--- src/design/snvp_pkg.sv ---
// Package for the section/name/value text parser.
// Holds the shared constants, parser modes, result codes and item types.
// Has no dependencies.
package snvp_pkg;

	localparam int MAX_ITEMS_DEF     = 32;
	localparam int SECTION_LIMIT_DEF = 34;
	localparam int NAME_LIMIT_DEF    = 16;
	localparam int VALUE_LIMIT_DEF   = 128;

	localparam int CHAR_W  = 8;
	localparam int CPOS_W  = 8;
	localparam int POS_W   = 7;
	localparam int REC_W   = 6;
	localparam int KIND_W  = 3;

	localparam logic [CHAR_W-1:0] CH_NUL    = 8'h00;
	localparam logic [CHAR_W-1:0] CH_LF     = 8'h0A;
	localparam logic [CHAR_W-1:0] CH_EQUAL  = 8'h3D;
	localparam logic [CHAR_W-1:0] CH_BANG   = 8'h21;
	localparam logic [CHAR_W-1:0] CH_RBRACE = 8'h7D;

	localparam int MIN_RECORDS = 3;

	localparam logic [1:0] SKIP_AFTER_SECTION = 2'd2;
	localparam logic [1:0] SKIP_AFTER_BRACE   = 2'd1;

	typedef enum logic [KIND_W-1:0] {
		KIND_SKIP     = 3'd0,
		KIND_SECTION  = 3'd1,
		KIND_NAME     = 3'd2,
		KIND_VALUE    = 3'd3,
		KIND_RECORD   = 3'd4,
		KIND_OVERFLOW = 3'd5,
		KIND_IGNORED  = 3'd6
	} kind_t;

	typedef enum logic [6:0] {
		MODE_SECTION      = 7'b0000001,
		MODE_NAME         = 7'b0000010,
		MODE_VALUE        = 7'b0000100,
		MODE_CHECK        = 7'b0001000,
		MODE_SKIP_NAME    = 7'b0010000,
		MODE_SKIP_SECTION = 7'b0100000,
		MODE_STOPPED      = 7'b1000000
	} mode_t;

	typedef struct packed {
		mode_t             mode;
		logic [1:0]        skip_left;
		logic [CPOS_W-1:0] char_pos;
		logic              overflowed;
	} parse_state_t;

	localparam parse_state_t STATE_RESET = '{
		mode:       MODE_SECTION,
		skip_left:  2'd0,
		char_pos:   '0,
		overflowed: 1'b0
	};

	typedef struct packed {
		kind_t             kind;
		logic [CHAR_W-1:0] char_out;
		logic [POS_W-1:0]  position;
		logic [REC_W-1:0]  record_index;
		logic              done_res;
		logic [REC_W-1:0]  item_count;
	} out_item_t;

endpackage

--- src/design/snvp_if.sv ---
// Handshake channels of the section/name/value text parser.
// One interface for the byte stream and one for the tagged results.
// Depends on snvp_pkg for the field widths.
interface snvp_byte_if;
	logic                         valid;
	logic                         ready;
	logic [snvp_pkg::CHAR_W-1:0]  char_in;
	logic                         is_last;

	modport source (output valid, output char_in, output is_last, input ready);
	modport sink (input valid, input char_in, input is_last, output ready);
endinterface

interface snvp_tag_if;
	logic                         valid;
	logic                         ready;
	logic [snvp_pkg::KIND_W-1:0]  kind;
	logic [snvp_pkg::CHAR_W-1:0]  char_out;
	logic [snvp_pkg::POS_W-1:0]   position;
	logic [snvp_pkg::REC_W-1:0]   record_index;
	logic                         done_res;
	logic [snvp_pkg::REC_W-1:0]   item_count;

	modport source (output valid, output kind, output char_out, output position,
		output record_index, output done_res, output item_count, input ready);
	modport sink (input valid, input kind, input char_out, input position,
		input record_index, input done_res, input item_count, output ready);
endinterface

--- src/design/section_name_value_text_parser.sv ---
// Top level of the section/name/value text parser: input stage, tagger, result register.
// Depends on snvp_pkg, snvp_if and snvp_tagger.
//
//   channel   direction  payload
//   byte_ch   sink       char_in, is_last
//   tag_ch    source     kind, char_out, position, record_index, done_res, item_count
//
// One byte is accepted per cycle unless the result stalls; its tag goes on to the result register.
// The byte sits in the input register while the tagger reads the parse state, and the
// parse state and the result register are written together on the same edge.
// A stalled result holds the result register; the input register takes one more item
// and then holds ready low until the waiting result is taken.
// Reset clears the parse state, the record count and both valid flags.
module section_name_value_text_parser #(
	parameter int MAX_ITEMS     = snvp_pkg::MAX_ITEMS_DEF,
	parameter int SECTION_LIMIT = snvp_pkg::SECTION_LIMIT_DEF,
	parameter int NAME_LIMIT    = snvp_pkg::NAME_LIMIT_DEF,
	parameter int VALUE_LIMIT   = snvp_pkg::VALUE_LIMIT_DEF
) (
	input  logic        clk,
	input  logic        arst_n,
	snvp_byte_if.sink   byte_ch,
	snvp_tag_if.source  tag_ch
);

	localparam int RD_W = $clog2(MAX_ITEMS + 2);

	logic                          valid_s1;
	logic [snvp_pkg::CHAR_W-1:0]   char_s1;
	logic                          last_s1;
	snvp_pkg::parse_state_t        state_q;
	snvp_pkg::parse_state_t        state_nxt;
	logic [RD_W-1:0]               records_q;
	logic [RD_W-1:0]               records_nxt;
	logic                          out_valid_q;
	snvp_pkg::out_item_t           out_q;
	snvp_pkg::out_item_t           item;
	logic                          advance;

	assign advance       = valid_s1 && (!out_valid_q || tag_ch.ready);
	assign byte_ch.ready = !valid_s1 || advance;

	always_ff @(posedge clk or negedge arst_n) begin
		if (!arst_n) begin
			valid_s1 <= 1'b0;
		end else if (byte_ch.ready) begin
			valid_s1 <= byte_ch.valid;
		end
	end

	always_ff @(posedge clk) begin
		if (byte_ch.ready && byte_ch.valid) begin
			char_s1 <= byte_ch.char_in;
			last_s1 <= byte_ch.is_last;
		end
	end

	snvp_tagger #(
		.MAX_ITEMS     (MAX_ITEMS),
		.SECTION_LIMIT (SECTION_LIMIT),
		.NAME_LIMIT    (NAME_LIMIT),
		.VALUE_LIMIT   (VALUE_LIMIT),
		.RD_W          (RD_W)
	) u_tagger (
		.char_in     (char_s1),
		.is_last     (last_s1),
		.state       (state_q),
		.records     (records_q),
		.state_nxt   (state_nxt),
		.records_nxt (records_nxt),
		.item        (item)
	);

	always_ff @(posedge clk or negedge arst_n) begin
		if (!arst_n) begin
			state_q     <= snvp_pkg::STATE_RESET;
			records_q   <= '0;
			out_valid_q <= 1'b0;
		end else begin
			if (advance) begin
				state_q   <= state_nxt;
				records_q <= records_nxt;
			end
			if (advance) begin
				out_valid_q <= 1'b1;
			end else if (tag_ch.ready) begin
				out_valid_q <= 1'b0;
			end
		end
	end

	always_ff @(posedge clk) begin
		if (advance) begin
			out_q <= item;
		end
	end

	assign tag_ch.valid        = out_valid_q;
	assign tag_ch.kind         = out_q.kind;
	assign tag_ch.char_out     = out_q.char_out;
	assign tag_ch.position     = out_q.position;
	assign tag_ch.record_index = out_q.record_index;
	assign tag_ch.done_res     = out_q.done_res;
	assign tag_ch.item_count   = out_q.item_count;

endmodule

--- src/design/snvp_tagger.sv ---
// Combinational step of the parser: tags one byte and computes the next state.
// Depends on snvp_pkg for modes, result codes and item types.
module snvp_tagger #(
	parameter int MAX_ITEMS     = snvp_pkg::MAX_ITEMS_DEF,
	parameter int SECTION_LIMIT = snvp_pkg::SECTION_LIMIT_DEF,
	parameter int NAME_LIMIT    = snvp_pkg::NAME_LIMIT_DEF,
	parameter int VALUE_LIMIT   = snvp_pkg::VALUE_LIMIT_DEF,
	parameter int RD_W          = $clog2(MAX_ITEMS + 2)
) (
	input  logic [snvp_pkg::CHAR_W-1:0] char_in,
	input  logic                        is_last,
	input  snvp_pkg::parse_state_t      state,
	input  logic [RD_W-1:0]             records,
	output snvp_pkg::parse_state_t      state_nxt,
	output logic [RD_W-1:0]             records_nxt,
	output snvp_pkg::out_item_t         item
);

	localparam logic [snvp_pkg::CPOS_W-1:0] SEC_LIM = snvp_pkg::CPOS_W'(SECTION_LIMIT);
	localparam logic [snvp_pkg::CPOS_W-1:0] NAM_LIM = snvp_pkg::CPOS_W'(NAME_LIMIT);
	localparam logic [snvp_pkg::CPOS_W-1:0] VAL_LIM = snvp_pkg::CPOS_W'(VALUE_LIMIT);
	localparam logic [RD_W-1:0]             REC_MAX = RD_W'(MAX_ITEMS);
	localparam logic [RD_W-1:0]             REC_MIN = RD_W'(snvp_pkg::MIN_RECORDS);

	snvp_pkg::parse_state_t         st;
	logic [RD_W-1:0]                rd;
	snvp_pkg::kind_t                kind;
	logic [snvp_pkg::CHAR_W-1:0]    cout;
	logic [snvp_pkg::CPOS_W-1:0]    pos;
	logic [snvp_pkg::CPOS_W-1:0]    name_base;
	logic [1:0]                     left;

	always_comb begin
		st        = state;
		rd        = records;
		kind      = snvp_pkg::KIND_IGNORED;
		cout      = '0;
		pos       = '0;
		name_base = '0;
		left      = '0;
		if (state.mode == snvp_pkg::MODE_STOPPED || char_in == snvp_pkg::CH_NUL) begin
			st.mode = snvp_pkg::MODE_STOPPED;
		end else begin
			unique case (state.mode) inside
				snvp_pkg::MODE_SECTION: begin
					if (char_in != snvp_pkg::CH_LF && state.char_pos < SEC_LIM) begin
						kind        = snvp_pkg::KIND_SECTION;
						cout        = char_in;
						pos         = state.char_pos;
						st.char_pos = state.char_pos + 1'b1;
					end else begin
						kind         = snvp_pkg::KIND_SKIP;
						st.char_pos  = '0;
						st.mode      = snvp_pkg::MODE_SKIP_NAME;
						st.skip_left = snvp_pkg::SKIP_AFTER_SECTION;
					end
				end
				snvp_pkg::MODE_CHECK, snvp_pkg::MODE_NAME: begin
					name_base = (state.mode == snvp_pkg::MODE_CHECK) ? '0 : state.char_pos;
					if (state.mode == snvp_pkg::MODE_CHECK && char_in == snvp_pkg::CH_RBRACE) begin
						kind         = snvp_pkg::KIND_SKIP;
						st.mode      = snvp_pkg::MODE_SKIP_SECTION;
						st.skip_left = snvp_pkg::SKIP_AFTER_BRACE;
					end else if (char_in != snvp_pkg::CH_EQUAL && char_in != snvp_pkg::CH_BANG
							&& name_base < NAM_LIM) begin
						kind        = snvp_pkg::KIND_NAME;
						cout        = char_in;
						pos         = name_base;
						st.char_pos = name_base + 1'b1;
						st.mode     = snvp_pkg::MODE_NAME;
					end else begin
						kind        = snvp_pkg::KIND_SKIP;
						st.char_pos = '0;
						st.mode     = snvp_pkg::MODE_VALUE;
					end
				end
				snvp_pkg::MODE_VALUE: begin
					if (char_in != snvp_pkg::CH_LF && state.char_pos < VAL_LIM) begin
						kind        = snvp_pkg::KIND_VALUE;
						cout        = char_in;
						pos         = state.char_pos;
						st.char_pos = state.char_pos + 1'b1;
					end else begin
						st.char_pos = '0;
						if (records > REC_MAX) begin
							kind          = snvp_pkg::KIND_OVERFLOW;
							st.overflowed = 1'b1;
							st.mode       = snvp_pkg::MODE_STOPPED;
						end else begin
							kind    = snvp_pkg::KIND_RECORD;
							rd      = records + 1'b1;
							st.mode = snvp_pkg::MODE_CHECK;
						end
					end
				end
				snvp_pkg::MODE_SKIP_NAME, snvp_pkg::MODE_SKIP_SECTION: begin
					kind         = snvp_pkg::KIND_SKIP;
					left         = state.skip_left - {1'b0, (state.skip_left != 2'd0)};
					st.skip_left = left;
					if (left == 2'd0) begin
						st.char_pos = '0;
						st.mode     = (state.mode == snvp_pkg::MODE_SKIP_NAME)
							? snvp_pkg::MODE_NAME : snvp_pkg::MODE_SECTION;
					end
				end
				default: begin
					st.mode = snvp_pkg::MODE_STOPPED;
				end
			endcase
		end
	end

	always_comb begin
		item.kind         = kind;
		item.char_out     = cout;
		item.position     = pos[snvp_pkg::POS_W-1:0];
		item.record_index = snvp_pkg::REC_W'(records);
		item.done_res     = is_last;
		item.item_count   = '0;
		if (is_last && !st.overflowed && rd >= REC_MIN) begin
			item.item_count = snvp_pkg::REC_W'(rd);
		end
	end

	assign state_nxt   = is_last ? snvp_pkg::STATE_RESET : st;
	assign records_nxt = is_last ? '0 : rd;

endmodule

--- src/flat_wrapper.sv ---
// flat-port wrapper written by rule: the top's interface ports become plain ports
module section_name_value_text_parser_flat 
#(
	parameter int MAX_ITEMS     = snvp_pkg::MAX_ITEMS_DEF,
	parameter int SECTION_LIMIT = snvp_pkg::SECTION_LIMIT_DEF,
	parameter int NAME_LIMIT    = snvp_pkg::NAME_LIMIT_DEF,
	parameter int VALUE_LIMIT   = snvp_pkg::VALUE_LIMIT_DEF
)
  (clk, arst_n, byte_ch_valid, byte_ch_char_in, byte_ch_is_last, byte_ch_ready, tag_ch_valid, tag_ch_kind, tag_ch_char_out, tag_ch_position, tag_ch_record_index, tag_ch_done_res, tag_ch_item_count, tag_ch_ready);
  snvp_byte_if byte_ch_i ();
  snvp_tag_if tag_ch_i ();
  input  logic clk;
  input  logic arst_n;
  input wire logic [$bits(byte_ch_i.valid)-1:0] byte_ch_valid;
  input wire logic [$bits(byte_ch_i.char_in)-1:0] byte_ch_char_in;
  input wire logic [$bits(byte_ch_i.is_last)-1:0] byte_ch_is_last;
  output wire logic [$bits(byte_ch_i.ready)-1:0] byte_ch_ready;
  output wire logic [$bits(tag_ch_i.valid)-1:0] tag_ch_valid;
  output wire logic [$bits(tag_ch_i.kind)-1:0] tag_ch_kind;
  output wire logic [$bits(tag_ch_i.char_out)-1:0] tag_ch_char_out;
  output wire logic [$bits(tag_ch_i.position)-1:0] tag_ch_position;
  output wire logic [$bits(tag_ch_i.record_index)-1:0] tag_ch_record_index;
  output wire logic [$bits(tag_ch_i.done_res)-1:0] tag_ch_done_res;
  output wire logic [$bits(tag_ch_i.item_count)-1:0] tag_ch_item_count;
  input wire logic [$bits(tag_ch_i.ready)-1:0] tag_ch_ready;
  assign byte_ch_i.valid = byte_ch_valid;
  assign byte_ch_i.char_in = byte_ch_char_in;
  assign byte_ch_i.is_last = byte_ch_is_last;
  assign byte_ch_ready = byte_ch_i.ready;
  assign tag_ch_valid = tag_ch_i.valid;
  assign tag_ch_kind = tag_ch_i.kind;
  assign tag_ch_char_out = tag_ch_i.char_out;
  assign tag_ch_position = tag_ch_i.position;
  assign tag_ch_record_index = tag_ch_i.record_index;
  assign tag_ch_done_res = tag_ch_i.done_res;
  assign tag_ch_item_count = tag_ch_i.item_count;
  assign tag_ch_i.ready = tag_ch_ready;
  section_name_value_text_parser #(.MAX_ITEMS(MAX_ITEMS), .SECTION_LIMIT(SECTION_LIMIT), .NAME_LIMIT(NAME_LIMIT), .VALUE_LIMIT(VALUE_LIMIT)) u_core (.clk(clk), .arst_n(arst_n), .byte_ch(byte_ch_i), .tag_ch(tag_ch_i));
endmodule
--- config.mk ---
export PLATFORM = sky130hd
export DESIGN_NAME = section_name_value_text_parser_flat
export DESIGN_NICKNAME = d
export VERILOG_FILES = /design/src/design/snvp_pkg.sv /design/src/design/snvp_if.sv /design/src/design/section_name_value_text_parser.sv /design/src/design/snvp_tagger.sv /design/src/flat_wrapper.sv
export SDC_FILE = /design/constraint.sdc
export NUM_CORES = 1
export LEC_CHECK = 0
export BUFFER_PORTS_ARGS = -buffer_cell sky130_fd_sc_hd__buf_2
export CAP_MARGIN = 15
export CORE_UTILIZATION = 50
export DETAILED_ROUTE_END_ITERATION = 16
export PLACE_DENSITY_LB_ADDON = 0.1
export REMOVE_ABC_BUFFERS = 1
export SKIP_LAST_GASP = 1
export SLEW_MARGIN = 20
export SYNTH_ARGS = -nofsm -noshare
export SYNTH_HDL_FRONTEND = slang
export SYNTH_SLANG_ARGS = --single-unit
--- constraint.sdc ---
create_clock -name clk -period 3.3 [get_ports clk]
set_clock_uncertainty 0.15 [all_clocks]
set_input_delay 0.495 -clock clk [delete_from_list [all_inputs] [get_ports clk]]
set_output_delay 0.495 -clock clk [all_outputs]
set_load 0.01 [all_outputs]
==> impl_metrics.json, run 1 <==
{
  "cp_max_fo": 8,
  "fmax_mhz": 345.3,
  "worstPathRequired_ns": 3.24,
  "grt_max_degree": 31,
  "finalCriticalPeriod_ns": 2.896,
  "grt_pass1_vias": 2653,
  "cts_sinks": 66,
  "num_rows": 30,
  "worst_pin_slew_ns": 0.7069,
  "core_um2": 6794,
  "swShare": 0.3022,
  "crit_type": "register to register",
  "cts_resized": 0,
  "postCtsSetupBuffers": 0,
  "power_frac_comb": 0.221,
  "drc": 0,
  "clockPowerShare": 0.357,
  "fp.dieH_um": 85.77,
  "drive_above_1_share": 0.2161,
  "drtIter0Drc": 228,
  "ys_types": 64,
  "synth_enable_flop_cells": 40,
  "synth_seq_area_share": 0.5282,
  "grt_overflow": 0,
  "p_leak_nw": 1.626,
  "syn-cell-area_um2": 3508,
  "synthCells": 327,
  "reg2reg_slack_ns": 0.40,
  "path_buf_inv": 1,
  "cts_root_buf": "clkbuf_8",
  "gp_congestion": 0.9054,
  "fin_tns_setup_ns": 0,
  "initial_core_util": 0.5164,
  "fin_crit_sh": 0.8776,
  "synth_warnings": 0,
  "startpoint_type": "register",
  "design.die.area_um2": 7356,
  "io_pins": 46,
  "grt_use_total": 0.2431,
  "setup_slack_ns": 0.4040,
  "n_fill_cell": 564,
  "portBuffers": 45,
  "endpoint": "u_core.tag_ch.item_count[1]",
  "critPathTopFamily": "simple AND/OR/NAND/NOR gates",
  "hold_viol": 0,
  "power_density_nw_per_um2": 620.9,
  "crit_cells": 8,
  "routed_wirelength_mm": 8.250,
  "antenna_found_initial": 0,
  "cp_cell_sequence": "inv_1 > ha_1 > or4b_1 > a2111oi_0 > a21boi_0 > xnor2_1 > and4_1 > nor3_1",
  "num_antenna_cells": 0,
  "grt_pass1_wl_mm": 13.34,
  "numCtsBuffers": 9,
  "worst_r2r_path_depth": 8,
  "slew_viol_final": 0,
  "syn_to_final_growth_pct": 17.69,
  "dp_hpwl_mm": 5.730,
  "clkSlewWorstSetupHoldPaths_ns": 0.08,
  "seqPwrFrac": 0.423,
  "clock_path_buffers": 2,
  "ir_drop_uv": 320.9,
  "htreeDepth": 3,
  "crit_arrival_ns": 2.84,
  "end_kind": "register",
  "finalSetupViolations": 0,
  "ctsHoldBuffers": 0,
  "internal_power_mw": 1.789,
  "maxCapViolCount": 0,
  "post-place-ws_ns": 0.4271,
  "synth-main-ff-cell": "edfxtp_1",
  "relSlewSlack": 0.5221,
  "r2r_start": "u_core.records_q[0]",
  "detail-route-antenna-nets": 0,
  "via_per_inst": 5.925,
  "dieWidth_um": 85.77,
  "clk_latency_ns": 0.35,
  "final_nets": 395,
  "worstReg2RegEnd": "u_core.tag_ch.item_count[1]",
  "cp_slowest_stage_delay_ns": 0.47,
  "async_reset_ff_frac": 0.3939,
  "p_switching_uw": 774.7,
  "outcome": "finished clean",
  "syn_area_per_cell_um2": 10.73,
  "crit_path_top_delay_cell": "dfrtp_1",
  "register_area_um2": 1853,
  "hp-class": "input pin to asynchronous set/reset pin",
  "post_drt_wl_per_cell_um": 17.19,
  "cts_tree": "yes",
  "ys_ff_latch": 66,
  "num_vias": 2844,
  "cp-startpoint": "u_core.records_q[0]",
  "drt_pre_antenna_iters": 4,
  "multi_input_area_um2": 1575,
  "rsz0062_at_grt": "false"
}
==> flip-flops by register name, indices dropped and copies added (netlist names), 3 cells and up <==
register / cells
u_core.tag_ch.kind: 3
u_core.tag_ch.record_index: 6
u_core.tag_ch.position: 7
u_core.char_s1: 8
u_core.state_q: 18
u_core.tag_ch.char_out: 8
u_core.records_q: 6
u_core.tag_ch.item_count: 6
==> how the worst min path moves through the flow <==
stage,cells after the start,endpoint
after floorplan,0,u_core.records_q[0]
after global placement,1,u_core.tag_ch.valid
after detailed placement,1,u_core.tag_ch.valid
after CTS,1,u_core.state_q[16]
after global routing,1,u_core.state_q[16]
final,1,u_core.state_q[16]
==> metal layers <==
layer / GRT usage / vias to the layer above / share of wire
li1: - / 1367 / -
met1: 0.3424 / 1357 / 0.46
met2: 0.3520 / 109 / 0.45
met3: 0.07892 / 11 / 0.073
met4: 0.08939 / 0 / 0.016
met5: 0 / - / 0
==> synth_stat cells (all sizes together), types with 5 or more instances <==
library cell / instances / area share
a211o: 5 / 0.012
a21oi: 16 / 0.023
and2: 18 / 0.032
and3: 5 / 0.0089
clkbuf: 11 / 0.012
dfrtp: 25 / 0.18
edfxtp: 40 / 0.34
inv: 6 / 0.0064
nand2: 20 / 0.021
nand2b: 13 / 0.023
nand3: 10 / 0.014
nor2: 21 / 0.022
nor3: 9 / 0.014
nor4: 6 / 0.012
o211ai: 5 / 0.011
o21ai: 22 / 0.031
or4: 6 / 0.014
==> kinds of logic after synthesis <==
group / after synthesis / synth area share
flops: 66 / 0.5282
fa+ha+maj: 3 / 0.01070
simple gates: 139 / 0.2311
mux: 3 / 0.009628
xor+xnor: 6 / 0.01498
buf+inv: 19 / 0.02282
compound gates: 91 / 0.1826
==> final cells by class <==
type	count	area share
timing repair buffer	54	0.07091
multi-input combinational	242	0.3815
clock buffer	10	0.03091
clock inverter	6	0.03333
sequential	66	0.4488
tap	96	0.02909
inverter	6	0.005455
==> layout by cell type, fill, tap and decap left out, types with 4 or more instances in the layout <==
master	instances
a211o_1	5
a21oi_1	16
a31oi_1	4
and2_1	18
and3_1	5
buf_2	45
buf_4	9
bufinv_16	4
clkbuf_8	9
dfrtp_1	25
edfxtp_1	40
inv_1	6
nand2_1	20
nand2b_1	13
nand3_1	10
nand3b_1	4
nand4_1	4
nor2_1	21
nor2b_1	4
nor3_1	8
nor4_1	5
o211ai_1	5
o21ai_0	17
o21ai_1	5
o31ai_1	4
or3_1	4
or4_1	5
==> power groups by stage <==
stage | registers [mW] | logic [mW] | clock network [mW]
floorplan | 1.10 | 0.361 | 0
global placement | 1.10 | 0.550 | 0
detailed placement | 1.10 | 0.558 | 0
CTS | 1.08 | 0.564 | 0.928
global route | 1.10 | 0.632 | 0.961
finish | 1.08 | 0.566 | 0.914
==> through the flow <==
stage	utilization	area (µm²)	hold slack [ns]	power, mW	cells
after floorplan	-	3451	0.04941	1.458	314
after global placement	0.5687	3864	0.3150	1.648	464
after detailed placement	0.5687	3864	0.3538	1.657	464
after CTS	0.6077	4129	0.03216	2.574	480
after global routing	0.6077	4129	0.04923	2.693	480
final	0.6077	4129	0.01234	2.564	480
(Power assumes the default switching activity.)
==> inputs of run 2 (changes only) <==
- MAX_ROUTING_LAYER: default -> met4
- SLEW_MARGIN: 20 -> 15
==> run 2 against run 1 <==
Register-to-register slack gained 0.08 ns. Hold slack is essentially flat. First-iteration DRC count fell by 13%. Final cell count grew 0.42%. Sequential share of layout area rose by 0.37 points. Power is 6.4% lower. Sequential cell count unchanged. Via count rose by 2.1%. Combinational power grew 2%. Die area did not move. Critical path type unchanged. Critical endpoint is now u_core.tag_ch.item_count[0].
==> impl_metrics.json, run 2 (synthesis gave the netlist of run 1 again) <==
{
  "power_density_nw_per_um2": 586.3,
  "relSlewSlack": 0.5740,
  "drive_above_1_share": 0.2202,
  "portBuffers": 45,
  "final_cell_mix": "buf_2, edfxtp_1, dfrtp_1",
  "ctsHoldBuffers": 0,
  "crit_type": "register to register",
  "grt_overflow": 0,
  "reg2reg_slack_ns": 0.48,
  "initial_core_util": 0.5164,
  "cts_tree": "yes",
  "dp_hpwl_mm": 5.815,
  "post-place-ws_ns": 0.5054,
  "holdWs_ns": 0.01214,
  "fmax_mhz": 355.0,
  "end_kind": "register",
  "core_um2": 6794,
  "slew_viol_final": 0,
  "syn_to_final_growth_pct": 16.73,
  "drt_pre_antenna_iters": 5,
  "worst_r2r_path_depth": 8,
  "setup_slack_ns": 0.4831,
  "worst_pin_slew_ns": 0.6391,
  "ir_drop_uv": 315.2,
  "grt_pass1_vias": 2664,
  "design.die.area_um2": 7356,
  "cts_sinks": 66,
  "grt_pass1_wl_mm": 13.67,
  "maxCapViolCount": 0,
  "io_pins": 46,
  "largest_reg_flops": 18,
  "grt_use_total": 0.2526,
  "startpoint_type": "register",
  "fin_crit_sh": 0.8536,
  "worstReg2RegEnd": "u_core.tag_ch.item_count[0]",
  "post_drt_wl_per_cell_um": 17.00,
  "cts_root_buf": "clkbuf_8",
  "multi_input_area_um2": 1575,
  "crit_arrival_ns": 2.76,
  "dieWidth_um": 85.77,
  "grt_max_degree": 35,
  "numCtsBuffers": 9,
  "fin_tns_setup_ns": 0,
  "fp.dieH_um": 85.77,
  "hold_viol": 0,
  "detail-route-antenna-nets": 0,
  "num_vias": 2903,
  "outcome": "finished clean",
  "gp_congestion": 0.9157,
  "rsz0062_at_grt": "false",
  "antenna_found_initial": 0,
  "r2r_start": "u_core.records_q[0]",
  "finalCriticalPeriod_ns": 2.817,
  "n_fill_cell": 569,
  "drtIter0Drc": 199,
  "clkSlewWorstSetupHoldPaths_ns": 0.07,
  "routed_wirelength_mm": 8.194,
  "num_antenna_cells": 0,
  "num_rows": 30,
  "cts_resized": 0,
  "p_leak_nw": 1.608,
  "register_area_um2": 1853,
  "worstPathRequired_ns": 3.25,
  "htreeDepth": 3,
  "clk_latency_ns": 0.35,
  "crit_path_top_delay_cell": "dfrtp_1",
  "layout_commonest_cell": "buf_2",
  "via_per_inst": 6.023,
  "regMostFlops": "u_core.state_q",
  "dp_cells": 466,
  "fin_cells": 482,
  "drc": 0,
  "postCtsSetupBuffers": 0,
  "finalSetupViolations": 0,
  "final_nets": 397,
  "cp_max_fo": 8,
  "cp_slowest_stage_delay_ns": 0.47,
  "cp_cell_sequence": "inv_1 > ha_1 > or4b_1 > a2111oi_0 > a21boi_0 > xnor2_1 > and4_1 > nor3_1",
  "clock_path_buffers": 2,
  "hp-class": "input pin to asynchronous set/reset pin",
  "total_power_mw": 2.401
}
-- run 2: stage by stage --
| stage | util | instance area [µm²] |
|---|---|---|
| 2_1_floorplan | - | 3451 |
| 3_3_place_gp | 0.5709 | 3879 |
| 3_5_place_dp | 0.5709 | 3879 |
| 4_1_cts | 0.6028 | 4095 |
| 5_1_grt | 0.6028 | 4095 |
| 6_report | 0.6028 | 4095 |
-- run 2: layout make-up --
type | instances | area share
Timing Repair Buffer | 56 | 0.07516
Tap cell | 96 | 0.02933
Clock inverter | 7 | 0.02261
Sequential cell | 66 | 0.4525
Clock buffer | 9 | 0.03025
Multi-Input combinational cell | 242 | 0.3847
Inverter | 6 | 0.005500
-- run 2: worst max path at each step --
stage,startpoint,to,slack [ns],depth (start not counted)
after global routing,u_core.records_q[0],u_core.tag_ch.item_count[0],0.15,8
final,u_core.records_q[0],u_core.tag_ch.item_count[0],0.48,8
after global placement,u_core.records_q[0],u_core.tag_ch.item_count[0],0.48,8
after CTS,u_core.records_q[0],u_core.tag_ch.item_count[1],0.48,8
after detailed placement,u_core.records_q[0],u_core.tag_ch.item_count[1],0.51,8
after floorplan,tag_ch_ready,u_core.state_q[7],0.46,7
-- run 2: where the power goes --
group          total [mW]  internal [mW]  switching [mW]
clock network       0.742          0.423           0.318
registers            1.08          0.977           0.105
logic               0.577          0.232           0.345
total                2.40           1.63           0.768
-- run 2: per-layer routing --
metal  part of all wire  GRT usage  up-vias
met5                  0          -        -
met4              0.019     0.1030        0
met3              0.056    0.04042       16
met2               0.45     0.3549      101
met1               0.48     0.3650     1419
li1                   -          -     1367
-- run 2: critical path: cells and delay by family, from the launching register on --
| kind | cells | cell delay (ns) |
|---|---|---|
| and+or+nand+nor | 3 | 0.75 |
| AOI/OAI and AO/OA | 2 | 0.70 |
| DFF | 1 | 0.47 |
| xor gates and xnor gates | 1 | 0.20 |
| adders and majority gates | 1 | 0.15 |
| buffers and inverters | 1 | 0.14 |
